[src/sv/fms_pkg.sv]
// Shared types and constants for the flight mode supervisor.
// Used by the decision core, the top level and the testbench.
package fms_pkg;

  localparam int unsigned CFG_ADDR_W = 3;

  typedef enum logic [3:0] {
    CMD_TICK      = 4'd0,
    CMD_LOW_SP    = 4'd1,
    CMD_STREAM_STOP = 4'd2,
    CMD_TAKEOFF   = 4'd3,
    CMD_LAND      = 4'd4,
    CMD_GOTO      = 4'd5,
    CMD_START_TRAJ = 4'd6,
    CMD_FIN_QUERY = 4'd7,
    CMD_ESTOP     = 4'd8
  } cmd_t;

  typedef enum logic [2:0] {
    MODE_IDLE     = 3'd0,
    MODE_EMERG    = 3'd1,
    MODE_LO_LEVEL = 3'd2,
    MODE_LEVEL    = 3'd3,
    MODE_AWAIT    = 3'd4,
    MODE_HI_LEVEL = 3'd5,
    MODE_LANDING  = 3'd6
  } mode_t;

  typedef enum logic [1:0] {
    ST_OK      = 2'd0,
    ST_PERM    = 2'd1,
    ST_REFUSED = 2'd2
  } status_t;

  typedef enum logic [1:0] {
    SRC_NULL  = 2'd0,
    SRC_LOW   = 2'd1,
    SRC_LEVEL = 2'd2,
    SRC_TRAJ  = 2'd3
  } source_t;

  typedef enum logic {
    REG_LEVELING  = 1'b0,
    REG_EMERGENCY = 1'b1
  } reg_idx_t;

  typedef struct packed {
    logic [3:0]  cmd;
    logic [31:0] now_ms;
    logic [31:0] setpoint_time;
    logic [31:0] await_ms;
    logic        planner_accepted;
    logic        plan_finished;
    logic        eval_valid;
  } in_word_t;

  typedef struct packed {
    logic [1:0] status;
    logic [2:0] mode_now;
    logic [1:0] output_source;
    logic       finished;
  } out_word_t;

  typedef struct packed {
    logic [2:0]  mode;
    logic [31:0] last_low_time;
    logic [31:0] await_limit;
  } state_t;

  typedef struct packed {
    logic [31:0] leveling_timeout;
    logic [31:0] emergency_timeout;
  } cfg_t;

endpackage

[src/sv/fms_if.sv]
// Valid/ready channel interfaces for event words and result words.
// Does not depend on fms_pkg; the field widths are given here.
interface fms_in_if;
  logic        valid;
  logic        ready;
  logic [3:0]  cmd;
  logic [31:0] now_ms;
  logic [31:0] setpoint_time;
  logic [31:0] await_ms;
  logic        planner_accepted;
  logic        plan_finished;
  logic        eval_valid;

  modport source (output valid, cmd, now_ms, setpoint_time, await_ms,
                  planner_accepted, plan_finished, eval_valid, input ready);
  modport sink (input valid, cmd, now_ms, setpoint_time, await_ms,
                planner_accepted, plan_finished, eval_valid, output ready);
endinterface

interface fms_out_if;
  logic       valid;
  logic       ready;
  logic [1:0] status;
  logic [2:0] mode_now;
  logic [1:0] output_source;
  logic       finished;

  modport source (output valid, status, mode_now, output_source, finished,
                  input ready);
  modport sink (input valid, status, mode_now, output_source, finished,
                output ready);
endinterface

[src/sv/fms_core.sv]
// Mode decision logic: next state and result word for one event word.
// Purely combinational; depends on fms_pkg.
module fms_core (
  input  fms_pkg::in_word_t  in_word,
  input  fms_pkg::state_t    state,
  input  fms_pkg::cfg_t      cfg,
  output fms_pkg::state_t    state_nxt,
  output fms_pkg::out_word_t result
);

  logic [31:0] elapsed;
  logic [31:0] limit;
  logic        expired;
  logic        mode_hi;

  assign elapsed = in_word.now_ms - state.last_low_time;
  assign mode_hi = (state.mode == fms_pkg::MODE_HI_LEVEL) ||
                   (state.mode == fms_pkg::MODE_IDLE) ||
                   (state.mode == fms_pkg::MODE_AWAIT);

  always_comb begin
    case (state.mode)
      fms_pkg::MODE_LO_LEVEL: limit = cfg.leveling_timeout;
      fms_pkg::MODE_LEVEL:    limit = cfg.emergency_timeout;
      default:                limit = state.await_limit;
    endcase
  end

  assign expired = elapsed > limit;

  always_comb begin
    logic [2:0] m;
    m = state.mode;
    state_nxt = state;
    result.status = fms_pkg::ST_OK;
    result.output_source = fms_pkg::SRC_NULL;
    result.finished = 1'b0;
    case (in_word.cmd)
      fms_pkg::CMD_TICK: begin
        case (m)
          fms_pkg::MODE_LO_LEVEL: if (expired) m = fms_pkg::MODE_LEVEL;
          fms_pkg::MODE_LEVEL:    if (expired) m = fms_pkg::MODE_EMERG;
          fms_pkg::MODE_AWAIT:    if (expired) m = fms_pkg::MODE_EMERG;
          fms_pkg::MODE_LANDING:  if (in_word.plan_finished) m = fms_pkg::MODE_IDLE;
          default: ;
        endcase
        if ((m == fms_pkg::MODE_HI_LEVEL || m == fms_pkg::MODE_LANDING) &&
            !in_word.eval_valid) begin
          m = fms_pkg::MODE_EMERG;
        end
        case (m)
          fms_pkg::MODE_LO_LEVEL, fms_pkg::MODE_AWAIT:
            result.output_source = fms_pkg::SRC_LOW;
          fms_pkg::MODE_LEVEL:
            result.output_source = fms_pkg::SRC_LEVEL;
          fms_pkg::MODE_HI_LEVEL, fms_pkg::MODE_LANDING:
            result.output_source = fms_pkg::SRC_TRAJ;
          default:
            result.output_source = fms_pkg::SRC_NULL;
        endcase
      end
      fms_pkg::CMD_LOW_SP: begin
        if (m inside {fms_pkg::MODE_IDLE, fms_pkg::MODE_LO_LEVEL, fms_pkg::MODE_LEVEL,
                      fms_pkg::MODE_HI_LEVEL}) begin
          state_nxt.last_low_time = in_word.setpoint_time;
          m = fms_pkg::MODE_LO_LEVEL;
        end else begin
          result.status = fms_pkg::ST_PERM;
        end
      end
      fms_pkg::CMD_STREAM_STOP: begin
        if (m == fms_pkg::MODE_LO_LEVEL) begin
          state_nxt.await_limit = in_word.await_ms;
          m = fms_pkg::MODE_AWAIT;
        end else begin
          result.status = fms_pkg::ST_PERM;
        end
      end
      fms_pkg::CMD_TAKEOFF: begin
        if (m != fms_pkg::MODE_IDLE) begin
          result.status = fms_pkg::ST_PERM;
        end else if (!in_word.planner_accepted) begin
          result.status = fms_pkg::ST_REFUSED;
        end else begin
          m = fms_pkg::MODE_HI_LEVEL;
        end
      end
      fms_pkg::CMD_LAND: begin
        if (!(m == fms_pkg::MODE_HI_LEVEL || m == fms_pkg::MODE_AWAIT)) begin
          result.status = fms_pkg::ST_PERM;
        end else if (!in_word.planner_accepted) begin
          result.status = fms_pkg::ST_REFUSED;
        end else begin
          m = fms_pkg::MODE_LANDING;
        end
      end
      fms_pkg::CMD_GOTO, fms_pkg::CMD_START_TRAJ: begin
        if (!mode_hi) begin
          result.status = fms_pkg::ST_PERM;
        end else if (!in_word.planner_accepted) begin
          result.status = fms_pkg::ST_REFUSED;
        end else begin
          m = fms_pkg::MODE_HI_LEVEL;
        end
      end
      fms_pkg::CMD_FIN_QUERY: begin
        if (m == fms_pkg::MODE_HI_LEVEL || m == fms_pkg::MODE_LANDING) begin
          result.finished = in_word.plan_finished;
        end else begin
          result.status = fms_pkg::ST_PERM;
        end
      end
      fms_pkg::CMD_ESTOP: m = fms_pkg::MODE_EMERG;
      default: result.status = fms_pkg::ST_PERM;
    endcase
    state_nxt.mode = m;
    result.mode_now = m;
  end

endmodule

[src/sv/flight_mode_supervisor.sv]
// Flight mode supervisor top level: input word register, decision core,
// result word register, mode/timer state and the APB register file.
// Depends on fms_pkg, fms_in_if, fms_out_if and fms_core.
//
// Usage:
//   in_ch carries one event word per valid/ready handshake; out_ch returns
//   exactly one result word per event, in order. An event word is latched
//   at its handshake and decided against the current mode and timers while
//   it sits in the input register; its result word is registered in the
//   result register once that register is empty or being read.
//   One word per cycle is sustained while out_ch.ready stays high. The only
//   loop is the mode/timer state, updated when the result register loads.
//   When the receiver stalls, the result register holds its word and the
//   input register fills; in_ch.ready drops only while both are full.
//   The registers leveling_timeout (0x0) and emergency_timeout (0x4) are
//   written through the APB port (pready tied high, no wait states) and
//   read back on prdata.
//   Synchronous active-low reset empties both word registers, sets the mode
//   to idle and clears the timers and both timeout registers.
module flight_mode_supervisor (
  input  logic                             clk,
  input  logic                             rst_n,
  fms_in_if.sink                           in_ch,
  fms_out_if.source                        out_ch,
  input  logic                             psel,
  input  logic                             penable,
  input  logic                             pwrite,
  input  logic [fms_pkg::CFG_ADDR_W-1:0]   paddr,
  input  logic [31:0]                      pwdata,
  output logic [31:0]                      prdata,
  output logic                             pready
);

  logic               in_v_r;
  fms_pkg::in_word_t  in_r;
  logic               out_v_r;
  fms_pkg::out_word_t out_r;
  fms_pkg::state_t    state_r;
  fms_pkg::state_t    state_nxt;
  fms_pkg::cfg_t      cfg_r;
  fms_pkg::out_word_t result;
  logic               advance;
  logic               fire;
  logic               cfg_wr;

  assign advance = !out_v_r || out_ch.ready;
  assign fire = in_v_r && advance;
  assign in_ch.ready = !in_v_r || advance;
  assign cfg_wr = psel && penable && pwrite;
  assign pready = 1'b1;
  assign prdata = (paddr[2] == fms_pkg::REG_EMERGENCY) ? cfg_r.emergency_timeout
                                                         : cfg_r.leveling_timeout;

  fms_core u_core (
    .in_word   (in_r),
    .state     (state_r),
    .cfg       (cfg_r),
    .state_nxt (state_nxt),
    .result    (result)
  );

  always_ff @(posedge clk) begin
    if (!rst_n) begin
      in_v_r  <= 1'b0;
      out_v_r <= 1'b0;
      state_r <= '{mode: fms_pkg::MODE_IDLE, last_low_time: '0, await_limit: '0};
      cfg_r   <= '0;
    end else begin
      if (in_ch.ready) begin
        in_v_r <= in_ch.valid;
      end
      if (advance) begin
        out_v_r <= in_v_r;
      end
      if (fire) begin
        state_r <= state_nxt;
      end
      if (cfg_wr) begin
        if (paddr[2] == fms_pkg::REG_EMERGENCY) begin
          cfg_r.emergency_timeout <= pwdata;
        end else begin
          cfg_r.leveling_timeout <= pwdata;
        end
      end
    end
  end

  always_ff @(posedge clk) begin
    if (in_ch.valid && in_ch.ready) begin
      in_r <= '{cmd: in_ch.cmd, now_ms: in_ch.now_ms, setpoint_time: in_ch.setpoint_time,
                await_ms: in_ch.await_ms, planner_accepted: in_ch.planner_accepted,
                plan_finished: in_ch.plan_finished, eval_valid: in_ch.eval_valid};
    end
    if (fire) begin
      out_r <= result;
    end
  end

  assign out_ch.valid         = out_v_r;
  assign out_ch.status        = out_r.status;
  assign out_ch.mode_now      = out_r.mode_now;
  assign out_ch.output_source = out_r.output_source;
  assign out_ch.finished      = out_r.finished;

`ifndef SYNTHESIS
  a_fire_fills_out: assert property (@(posedge clk) disable iff (!rst_n)
    fire |=> out_v_r)
    else $error("decided word not registered");
  a_stall_holds: assert property (@(posedge clk) disable iff (!rst_n)
    out_v_r && !out_ch.ready |=> out_v_r && $stable(out_r))
    else $error("stalled result word changed");
  a_fin_mode: assert property (@(posedge clk) disable iff (!rst_n)
    out_v_r && out_r.finished |->
      out_r.mode_now == fms_pkg::MODE_HI_LEVEL || out_r.mode_now == fms_pkg::MODE_LANDING)
    else $error("finished flag outside trajectory modes");
  a_traj_src: assert property (@(posedge clk) disable iff (!rst_n)
    out_v_r && out_r.output_source == fms_pkg::SRC_TRAJ |->
      out_r.mode_now == fms_pkg::MODE_HI_LEVEL || out_r.mode_now == fms_pkg::MODE_LANDING)
    else $error("trajectory source outside trajectory modes");
  a_mode_sync: assert property (@(posedge clk) disable iff (!rst_n)
    $past(fire) |-> out_r.mode_now == state_r.mode)
    else $error("result mode differs from held mode");
`endif

endmodule

[src/flat_wrapper.sv]
// flat-port wrapper written by rule: the top's interface ports become plain ports
module flight_mode_supervisor_flat 
  (clk, rst_n, psel, penable, pwrite, paddr, pwdata, prdata, pready, in_ch_valid, in_ch_cmd, in_ch_now_ms, in_ch_setpoint_time, in_ch_await_ms, in_ch_planner_accepted, in_ch_plan_finished, in_ch_eval_valid, in_ch_ready, out_ch_valid, out_ch_status, out_ch_mode_now, out_ch_output_source, out_ch_finished, out_ch_ready);
  fms_in_if in_ch_i ();
  fms_out_if out_ch_i ();
  input  logic clk;
  input  logic rst_n;
  input  logic psel;
  input  logic penable;
  input  logic pwrite;
  input  logic [fms_pkg::CFG_ADDR_W-1:0] paddr;
  input  logic [31:0] pwdata;
  output logic [31:0] prdata;
  output logic pready;
  input wire logic [$bits(in_ch_i.valid)-1:0] in_ch_valid;
  input wire logic [$bits(in_ch_i.cmd)-1:0] in_ch_cmd;
  input wire logic [$bits(in_ch_i.now_ms)-1:0] in_ch_now_ms;
  input wire logic [$bits(in_ch_i.setpoint_time)-1:0] in_ch_setpoint_time;
  input wire logic [$bits(in_ch_i.await_ms)-1:0] in_ch_await_ms;
  input wire logic [$bits(in_ch_i.planner_accepted)-1:0] in_ch_planner_accepted;
  input wire logic [$bits(in_ch_i.plan_finished)-1:0] in_ch_plan_finished;
  input wire logic [$bits(in_ch_i.eval_valid)-1:0] in_ch_eval_valid;
  output wire logic [$bits(in_ch_i.ready)-1:0] in_ch_ready;
  output wire logic [$bits(out_ch_i.valid)-1:0] out_ch_valid;
  output wire logic [$bits(out_ch_i.status)-1:0] out_ch_status;
  output wire logic [$bits(out_ch_i.mode_now)-1:0] out_ch_mode_now;
  output wire logic [$bits(out_ch_i.output_source)-1:0] out_ch_output_source;
  output wire logic [$bits(out_ch_i.finished)-1:0] out_ch_finished;
  input wire logic [$bits(out_ch_i.ready)-1:0] out_ch_ready;
  assign in_ch_i.valid = in_ch_valid;
  assign in_ch_i.cmd = in_ch_cmd;
  assign in_ch_i.now_ms = in_ch_now_ms;
  assign in_ch_i.setpoint_time = in_ch_setpoint_time;
  assign in_ch_i.await_ms = in_ch_await_ms;
  assign in_ch_i.planner_accepted = in_ch_planner_accepted;
  assign in_ch_i.plan_finished = in_ch_plan_finished;
  assign in_ch_i.eval_valid = in_ch_eval_valid;
  assign in_ch_ready = in_ch_i.ready;
  assign out_ch_valid = out_ch_i.valid;
  assign out_ch_status = out_ch_i.status;
  assign out_ch_mode_now = out_ch_i.mode_now;
  assign out_ch_output_source = out_ch_i.output_source;
  assign out_ch_finished = out_ch_i.finished;
  assign out_ch_i.ready = out_ch_ready;
  flight_mode_supervisor u_core (.clk(clk), .rst_n(rst_n), .in_ch(in_ch_i), .out_ch(out_ch_i), .psel(psel), .penable(penable), .pwrite(pwrite), .paddr(paddr), .pwdata(pwdata), .prdata(prdata), .pready(pready));
endmodule
[config.mk]
export PLATFORM = sky130hd
export DESIGN_NAME = flight_mode_supervisor_flat
export DESIGN_NICKNAME = d
export VERILOG_FILES = /design/src/sv/fms_pkg.sv /design/src/sv/fms_if.sv /design/src/sv/fms_core.sv /design/src/sv/flight_mode_supervisor.sv /design/src/flat_wrapper.sv
export SDC_FILE = /design/constraint.sdc
export NUM_CORES = 1
export LEC_CHECK = 0
export ABC_CLOCK_PERIOD_IN_PS = 5600
export BUFFER_PORTS_ARGS = -buffer_cell sky130_fd_sc_hd__buf_2
export CAP_MARGIN = 10
export CORE_MARGIN = 10
export CORE_UTILIZATION = 45
export CTS_CLUSTER_SIZE = 30
export DETAILED_ROUTE_END_ITERATION = 16
export GPL_TIMING_DRIVEN = 1
export PLACE_DENSITY = 0.73
export SLEW_MARGIN = 0
export SYNTH_ARGS = -nofsm -noshare
export SYNTH_HDL_FRONTEND = slang
export SYNTH_HIERARCHICAL = 1
export SYNTH_SLANG_ARGS = --single-unit
[constraint.sdc]
create_clock -name clk -period 5.6 [get_ports clk]
set_input_delay 0.28 -clock clk [delete_from_list [all_inputs] [get_ports clk]]
set_output_delay 0.28 -clock clk [all_outputs]
set_load 0.02 [all_outputs]
# Word level (Yosys, flattened, before mapping)
# Index checks and enable logic that the tools add are counted.
# op_classes
add_sub_neg	1
magnitude_cmp	1
n_eq_ne	20
n_mux	26
bitwise_logic	1
reduce_logical	29
# ops
op	n
one-hot mux 32 bit (2 select lines)	1
two-way mux 3 bit	13
> comparator 32 bit	1
two-way mux 32 bit	1
subtractor 32 bit	1
equality test 3 bit, second input constant	8
one-hot mux 3 bit (7 select lines)	1
equality test 4 x 3 -> 1 bit, second input constant	4
one-hot mux 2 bit (7 select lines)	1
equality test 3 x 2 -> 1 bit, second input constant	4
OR reduction 2 bit	5
one-hot mux 3 bit (3 select lines)	1
equality test 4 x 2 -> 1 bit, second input constant	2
two-way mux 2 bit	4
logical OR 1 bit	7
one-hot mux 2 bit (3 select lines)	1
AND reduction 2 bit	3
AND reduction 3 bit	2
logical AND 1 bit	5
equality test 4 x 1 -> 1 bit, second input constant	1
equality test 4 bit, second input constant	1
zero test 4 bit	1
nonzero test 4 bit	1
zero test 1 bit	3
4 further kinds	6
# totals
register_bits	244
in_bits	145
out_inout_bits	43
word_cells	96

# Depth between registers and ports, before layout
# Gate-level depths: netlist of the first run.
# logic_depth
word_depth	14
depth_mapped	26
ltp_nobuf	25

# By module
# The synthesis of the first run kept the hierarchy.
# modules_own_cells
module	instances	cells_per_inst	area_per_inst_um2	seq_area_each_um2
flight_mode_supervisor	1	698	8657.1	5995.8
fms_core	1	604	4299.1	0.0

# Least setup slack after synthesis of the first run
# No wires, ideal clock.
# synth_timing
path_kind	reg-to-reg
startpoint	reg u_core/in_r[67] (netlist bit)
endpoint	reg u_core.out_r (netlist bit u_core/out_ch.output_source[0]), data pin
setup_ns	0.167
arrival_time_ns	4.315
required_time_ns	5.433
setup_slack_ns	1.118
stages_incl_launch_ff	23
n_path_buf	0
synth_period_minus_slack_ns	4.482
path_cell_list	edfxtp_1 -> inv_1 -> ha_1 -> inv_1 -> fa_1 -> a21o_1 -> a21oi_1 -> nor2b_1 -> o21ai_1 -> o21ai_1 -> a221oi_4 -> o2111ai_1 -> a21oi_1 -> xnor2_1 -> ha_1 -> nand4_1 -> nor3_1 -> nand4_1 -> o2111ai_1 -> nand3_2 -> a21o_1 -> a221o_1 -> a221oi_2
# synth_between
elab_chain_cells	13
elab_cells_between_ends	20
cone_classes	add/sub (1); order compare (1); eq/ne (7); mux (7); reduce/logical (4)
# synth_lines
element	line_no	text
start, declared	flight_mode_supervisor.sv:35	fms_pkg::in_word_t in_r;
start signal, assigned	flight_mode_supervisor.sv:90	in_r <= '{cmd: in_ch.cmd, now_ms: in_ch.now_ms, setpoint_time: in_ch.setpoint_time,
subtractor 32 bit *	fms_core.sv:16	assign elapsed = in_word.now_ms - state.last_low_time;
> comparator 32 bit *	fms_core.sv:29	assign expired = elapsed > limit;
two-way mux 3 bit (on tied branches)	fms_core.sv:42, fms_core.sv:43, fms_core.sv:41	
one-hot mux 3 bit (3 select lines) *	fms_core.sv:40	case (m)
two-way mux 3 bit *	fms_core.sv:38	case (in_word.cmd)
equality test 3 bit	fms_core.sv:47	if ((m == fms_pkg::MODE_HI_LEVEL || m == fms_pkg::MODE_LANDING) &&
logical OR 1 bit	fms_core.sv:47	
logical AND 1 bit	fms_core.sv:47	
two-way mux 3 bit *	fms_core.sv:47	
two-way mux 3 bit *	fms_core.sv:38	
equality test 3 bit / equality test 3 x 2 -> 1 bit (equally long branches)	fms_core.sv:51	case (m)
OR reduction 2 bit	fms_core.sv:51	
one-hot mux 2 bit (3 select lines) *	fms_core.sv:51	
end signal, assigned	flight_mode_supervisor.sv:95	out_r <= result;
end, declared	flight_mode_supervisor.sv:37	fms_pkg::out_word_t out_r;
# Every way passes the cells marked *; elsewhere a longest branch is shown, timed or not. The select of a mux whose other input is x is not followed.
# A chain may end at the register's enable or synchronous reset.

# Final worst setup path of the first run
# Same ends and word-level chain as after synthesis.

==> results of run 1 <==
==> critical path, cell delays in order (launching register included) <==
cell and delay [ps]:
edfxtp_1 370, inv_1 60, ha_1 170, inv_1 60, fa_1 400, a21o_1 180, a21oi_1 240, nor2b_1 100
o21ai_1 220, o21ai_1 200, a221oi_4 340, o2111ai_1 170, a21oi_1 200, xnor2_1 90, ha_1 300, nand4_1 100
nor3_1 400, nand4_1 210, o21ai_0 150, nand3_2 240, a21o_1 250, a221o_1 300, a221oi_2 260
==> area by class of cell <==
| cell class | count | area [sq um] | share of cell area (%) |
|---|---|---|---|
| inverters | 42 | 158 | 0.974 |
| clock buffers | 47 | 905 | 5.59 |
| multi-input cells | 934 | 6410 | 39.6 |
| repair buffers | 313 | 2200 | 13.6 |
| clock inverters | 3 | 20.0 | 0.124 |
| well taps | 384 | 480 | 2.97 |
| diodes | 2 | 5.00 | 0.0309 |
| flip-flops and latches | 244 | 6000 | 37.1 |
==> state kept, by name, indices dropped and copies added (netlist names) <==
name,count
u_core/cfg_r,64
u_core/in_r,103
u_core/in_v_r,1
u_core/out_ch.finished,1
u_core/out_ch.mode_now,3
u_core/out_ch.output_source,2
u_core/out_ch.status,2
u_core/out_ch.valid,1
u_core/state_r,67
==> layer usage <==
| layer | global-route usage, % | vias up | part of all wire [%] |
|---|---|---|---|
| met5 | 0 | - | 0 |
| met4 | 5.19 | 0 | 2.2 |
| met3 | 3.22 | 47 | 5.7 |
| met2 | 28.3 | 315 | 46 |
| met1 | 24.5 | 4793 | 47 |
| li1 | - | 5162 | - |
==> cell usage after synthesis (3+ instances only) <==
cell and count:
nand2_1 195, dfxtp_1 133, edfxtp_1 111, mux2i_1 99, o21ai_0 98, mux2_2 96
nand3_1 79, a21oi_1 73, nor2_1 64, ha_1 63, inv_1 41, clkbuf_1 39
buf_2 22, xnor2_1 22, a21o_1 13, nand4_1 11, nor2b_1 11, buf_1 9
nand2b_1 9, nor3_1 9, buf_4 8, o21ai_1 8, xor2_1 7, a31oi_1 6
o21bai_1 6, o21a_1 5, a211oi_1 4, a21boi_0 4, and3_1 4, a221o_1 3
and2_1 3, buf_8 3, nor4_1 3, o22ai_1 3
==> repair_timing <==
item                                   in CTS  in global routing
hold buffers                              117                  0
endpoints found under the hold margin     119                  0
gates resized for setup                     0                  0
==> worst min-delay path by stage <==
stage	startpoint	endpoint	depth (start not counted)
2_1_floorplan	in_ch_eval_valid	u_core/in_r[0]	0
3_3_place_gp	u_core/state_r[10]	u_core/state_r[10]	2
3_5_place_dp	in_ch_now_ms[5]	u_core/in_r[72]	1
4_1_cts	pwdata[29]	u_core/cfg_r[61]	3
5_1_grt	pwdata[13]	u_core/cfg_r[45]	3
6_report	pwdata[29]	u_core/cfg_r[61]	3
==> where the power goes <==
group	total (mW)	internal (mW)	switching, mW
registers	1.97	1.93	0.0377
clock network	1.81	1.09	0.719
logic	0.531	0.248	0.284
total	4.31	3.27	1.04
==> logic make-up (layout without fill, tap and decap cells) <==
group	after synthesis	count (layout)	share of synthesized area [%]
AOI/OAI and AO/OA	249	249	11.5
muxes	195	195	16.0
DFF	244	244	46.3
adders and majority gates	64	64	6.24
other	1	3	0.0289
and+or+nand+nor	396	396	13.6
xor gates and xnor gates	29	29	1.96
buffers and inverters	124	405	4.36
==> per-stage QoR <==
stage	hold slack, ps	utilization (%)	power, mW	instance area (sq um)	cells
2_1_floorplan	379	-	2.33	13000	1302
3_3_place_gp	452	49.3	2.46	14100	1800
3_5_place_dp	458	49.3	2.47	14100	1800
4_1_cts	0.0331	56.7	4.34	16200	1967
5_1_grt	11.3	56.7	4.48	16200	1969
6_report	22.1	56.7	4.31	16200	1969
==> summary.txt, run 1 <==
Run status
  • Outcome: finished clean

STA
  • RSZ-0062 raised after global routing: no
  • Min Clock Period, post-route: 5210 ps
  • Final Max Tran Viols: 0
  • Final setup margin: 394 ps
  • Finish-stage setup viols: 0
  • Hold violation count in the final report: 0
  • Setup Skew: around 16 ps
  • Fin crit share: 93.0%
  • Slew margin rel.: between 30% and 40%
  • Worst slew pin tran: 999 ps
  • Max Clock Freq: 192 MHz
  • Setup TNS: 0 ps

Synthesis
  • Syn Nets: between 1500 and 2000
  • Post-synth EDFFs: 111
  • Synth top area cells: edfxtp_1, dfxtp_1, mux2_2, mux2i_1, ha_1
  • Register area share after synthesis: 46.3%
  • Synth area leader: edfxtp_1
  • Netlist cell types: 66
  • FF+latch count, synth: approximately 240
  • Share of the synthesized area in the top cell type: 25.7%
  • Synthesized area: 0.0130 sq mm
  • Async set-reset flop share out of synthesis: 0%
  • Post-Syn Instances: 1302
  • Synth Warn #: 6
  • Top_reg_cell synth: dfxtp_1
  • Mapped Avg Cell Area: 9.95 sq um

Global routing
  • Global route overflow: 0
  • First-pass GRT wire length: 53.4 mm
  • Initial antenna violation count: 2
  • Vias in the first global route: around 10000
  • Total GRT Usage: between 15 and 20%
  • Largest net degree at the start of global routing: between 100 and 150

Power and ir drop
  • Peak supply drop: around 0.00021 V
  • Lkg Pwr: 6.21 nW
  • Power density over cell area: between 200 and 300 mW/mm^2

Detailed routing
  • Final wirelength: about 33 mm
  • DR vias: roughly 10000
  • Iteration-0 DRC Markers: 759
  • Pre-Repair DR Iteration Count: 5
  • # DRC: 0
  • Final ANT Viol Nets: 0
  • Vias per inst: ~5.2
  • Drt wl/cell: 16.9 um

Floorplan
  • Die area: 0.0360 sq mm
  • Die H: 190 um
  • Initial Utilization: 45.4%
  • Die W: around 190 um
  • # rows: 62
  • CORE AREA: 0.0285 sq mm
  • # IOs: 188

Final layout
  • Layout Area Growth over Synthesis: 24.9%
  • Share of layout cells above drive strength 1: approximately 22%
  • Commonest non-fill, non-tap cell in the layout: nand2_1
  • Final #Nets: 1771
  • Fillers: 2395
  • Commonest cells after routing, fill and taps aside: nand2_1, buf_2, dfxtp_1, dlygate4sd3_1, edfxtp_1

Worst hold path
  • Hold Path Class: input pin to register

Placed design
  • Placement Setup Slack: 464 ps
  • IO Port Bufs: 184
  • Hpwl dp: 22.2 mm
  • Gpl congestion: 0.869

Clock tree
  • Max Root-Sink Buffers: 3
  • Worst skew pair latency: 540 ps
  • CTS H-tree lvls: 1
  • CTS tree: yes
  • Root Buffer: clkbuf_16
  • Clock Sinks: 244
  • Clk pin slew, worst setup/hold paths: 70 ps
  • Post-CTS setup buffer count: 0
  • Clock buffer count from CTS: 27

Worst setup path
  • R2R depth: 22
  • Crit Reg-Reg Endpoint: u_core/out_ch.output_source[0]
  • Crit path to: u_core/out_ch.output_source[0]
  • Crit path arrival time: 5570 ps
  • Worst setup path start: u_core/in_r[67]
  • Crit path capture type: register
  • Reg2reg start: u_core/in_r[67]
  • Largest fanout on the critical path: 9
  • R2r setup slk: 390 ps
  • Startpoint Class: register
  • Kind of critical path: register to register
  • Worst path required time: 5960 ps

Job
  • Max_cap viols: 0
Power figures use the tool's default switching activity.
==> run 2, diff against run 1 <==
--- a/config.mk
+++ b/config.mk
@@ -15,3 +15,3 @@
 export GPL_TIMING_DRIVEN = 1
-export PLACE_DENSITY = 0.73
+export PLACE_DENSITY = 0.76
 export SLEW_MARGIN = 0
@@ -21 +21,2 @@
 export SYNTH_SLANG_ARGS = --single-unit
+export TNS_END_PERCENT = 30
==> constraint.sdc (replaced) <==
create_clock -name clk -period 5.6 [get_ports clk]
set_input_delay 0 -clock clk [delete_from_list [all_inputs] [get_ports clk]]
set_output_delay 0 -clock clk [all_outputs]
set_load 0.02 [all_outputs]
==> summary.txt, run 2 (same netlist as run 1, synthesis figures left out) <==
Clock tree
  • Post-CTS setup buffer count: 0
  • CTS H-tree lvls: 1
  • Max Root-Sink Buffers: 3
  • Post-CTS Resized: 0
  • Clock buffer count from CTS: 27
  • Root Buffer: clkbuf_16
  • Clock Sinks: 244
  • Clk pin slew, worst setup/hold paths: about 60 ps
  • Worst skew pair latency: about 540 ps
  • Hold-fix buffers, CTS: 139
  • CTS tree: yes

STA
  • Min Clock Period, post-route: 5120 ps
  • Finish-stage setup viols: 0
  • Final Max Tran Viols: 0
  • RSZ-0062 raised after global routing: no
  • Max Clock Freq: 195 MHz
  • Fin crit share: 91.5%
  • Hold violation count in the final report: 0
  • Setup TNS: 0 ps
  • Slew margin rel.: 34.7%
  • Setup Skew: 12.2 ps
  • Worst slew pin tran: slightly below 1000 ps

Worst setup path
  • Crit Reg-Reg Endpoint: u_core/out_ch.output_source[0]
  • R2R depth: 23
  • Crit path arrival time: 5500 ps
  • Worst path required time: 5980 ps
  • Largest fanout on the critical path: 9
  • Crit path capture type: register
  • Kind of critical path: register to register
  • Reg2reg start: u_core/in_r[67]
  • Startpoint Class: register
  • R2r setup slk: 480 ps

Job
  • Max_cap viols: 0

Power and ir drop
  • Clock power share: roughly two fifths
  • Combinational power share: 12.7%
  • Switching power total: 1.06 mW
  • Flop pwr share: 45.5%
  • Switching part of the total power: 24.6%
  • Overall Power: 4.32 mW
  • Peak supply drop: 0.000217 V
  • Lkg Pwr: 6.30 nW
  • Internal power: 3.26 mW
  • Power density over cell area: 264 mW/mm^2

Placed design
  • Gpl congestion: 0.878
  • IO Port Bufs: approximately 180
  • Hpwl dp: 22.7 mm

Global routing
  • Global route overflow: 0
  • First-pass GRT wire length: 56.5 mm
  • Initial antenna violation count: 3
  • Total GRT Usage: between 10% and 20%
  • Vias in the first global route: 10719
  • Largest net degree at the start of global routing: 108

Final layout
  • Share of layout cells above drive strength 1: 22.3%
  • Commonest non-fill, non-tap cell in the layout: nand2_1
  • Top Registers: u_core/in_r: 103 flops, u_core/state_r: 67 flops, u_core/cfg_r: 64 flops
  • Largest register FFs: 103
  • Commonest cells after routing, fill and taps aside: nand2_1, buf_2, dlygate4sd3_1, dfxtp_1, edfxtp_1
  • Biggest register: u_core/in_r
  • Final #Nets: 1794
  • Fillers: roughly 2400
  • Layout Area Growth over Synthesis: 26.5%

Detailed routing
  • Iteration-0 DRC Markers: 797
  • Final wirelength: roughly 36 mm
  • Drt wl/cell: 17.9 um
  • Final ANT Viol Nets: 0
  • DR vias: 10575
  • Vias per inst: 5.31
  • Pre-Repair DR Iteration Count: 5
  • # DRC: 0

Worst hold path
  • Worst Hold Depth: 2
  • Hold Path Class: input pin to register
  • Worst Hold End: u_core/in_r[44]
  • Hold path startpoint: in_ch_setpoint_time[9]

Floorplan
  • # rows: 62
  • Die H: about 190 um
  • Die area: 0.0360 sq mm
  • CORE AREA: 0.0285 sq mm
  • # IOs: 188
  • Die W: about 190 um
  • Initial Utilization: a little under half

Run status
  • Outcome: finished clean
[run 2: critical path, cell delays in order (launching register included)]
cell and delay [ps]:
edfxtp_1 350, inv_1 70, ha_1 170, inv_1 50
fa_1 420, a21o_1 190, a21oi_1 220, nor2b_1 100
o21ai_1 130, buf_4 150, o21ai_1 150, a221oi_4 320
o2111ai_1 160, a21oi_1 210, xnor2_1 90, ha_1 300
nand4_1 110, nor3_1 360, nand4_1 210, o2111ai_1 160
nand3_2 240, a21o_1 240, a221o_1 300, a221oi_2 260
[run 2: per-layer routing]
layer	routed length (um)	vias up	global-route usage, %
met5	0	-	0
met3	2070	51	3.70
li1	-	5204	-
met2	17000	322	32.1
met4	705	0	5.40
met1	15800	4998	24.6
[run 2: per-stage QoR]
step	worst slack [ps]	cell area (sq um)	instances	hold WS, ps	utilization (%)
finish	476	16400	1993	162	57.4
global route	142	16400	1993	153	57.4
CTS	503	16400	1990	139	57.4
detailed placement	542	14100	1801	178	49.3
global placement	652	14100	1801	176	49.3
floorplan	1120	13000	1302	98.9	-
[run 2: how the worst max path moves through the flow]
stage,to,slack [ps],start,cells after the start
after floorplan,u_core/out_ch.output_source[0],1120,u_core/in_r[67],22
final,u_core/out_ch.output_source[0],480,u_core/in_r[67],23
after global placement,u_core/out_ch.output_source[0],650,u_core/in_r[67],23
after global routing,u_core/out_ch.output_source[0],140,u_core/in_r[67],23
after detailed placement,u_core/out_ch.output_source[0],540,u_core/in_r[67],23
after CTS,u_core/out_ch.output_source[0],500,u_core/in_r[67],23
[run 2: cell type report]
cell class | instances | area (sq um) | area share, %
multi-input cells | 934 | 6410 | 39.1
flip-flops and latches | 244 | 6000 | 36.6
repair buffers | 336 | 2420 | 14.7
clock buffers | 40 | 827 | 5.05
well taps | 384 | 480 | 2.93
inverters | 42 | 158 | 0.962
clock inverters | 10 | 83.8 | 0.512
diodes | 3 | 7.51 | 0.0458
[run 2: power groups by stage]
stage               clock, mW  sequential [mW]  combinational (mW)
floorplan                   0             1.99               0.332
global placement            0             2.00               0.450
detailed placement          0             2.01               0.460
CTS                      1.83             1.97               0.540
global route             1.92             1.97               0.605
finish                   1.80             1.97               0.549
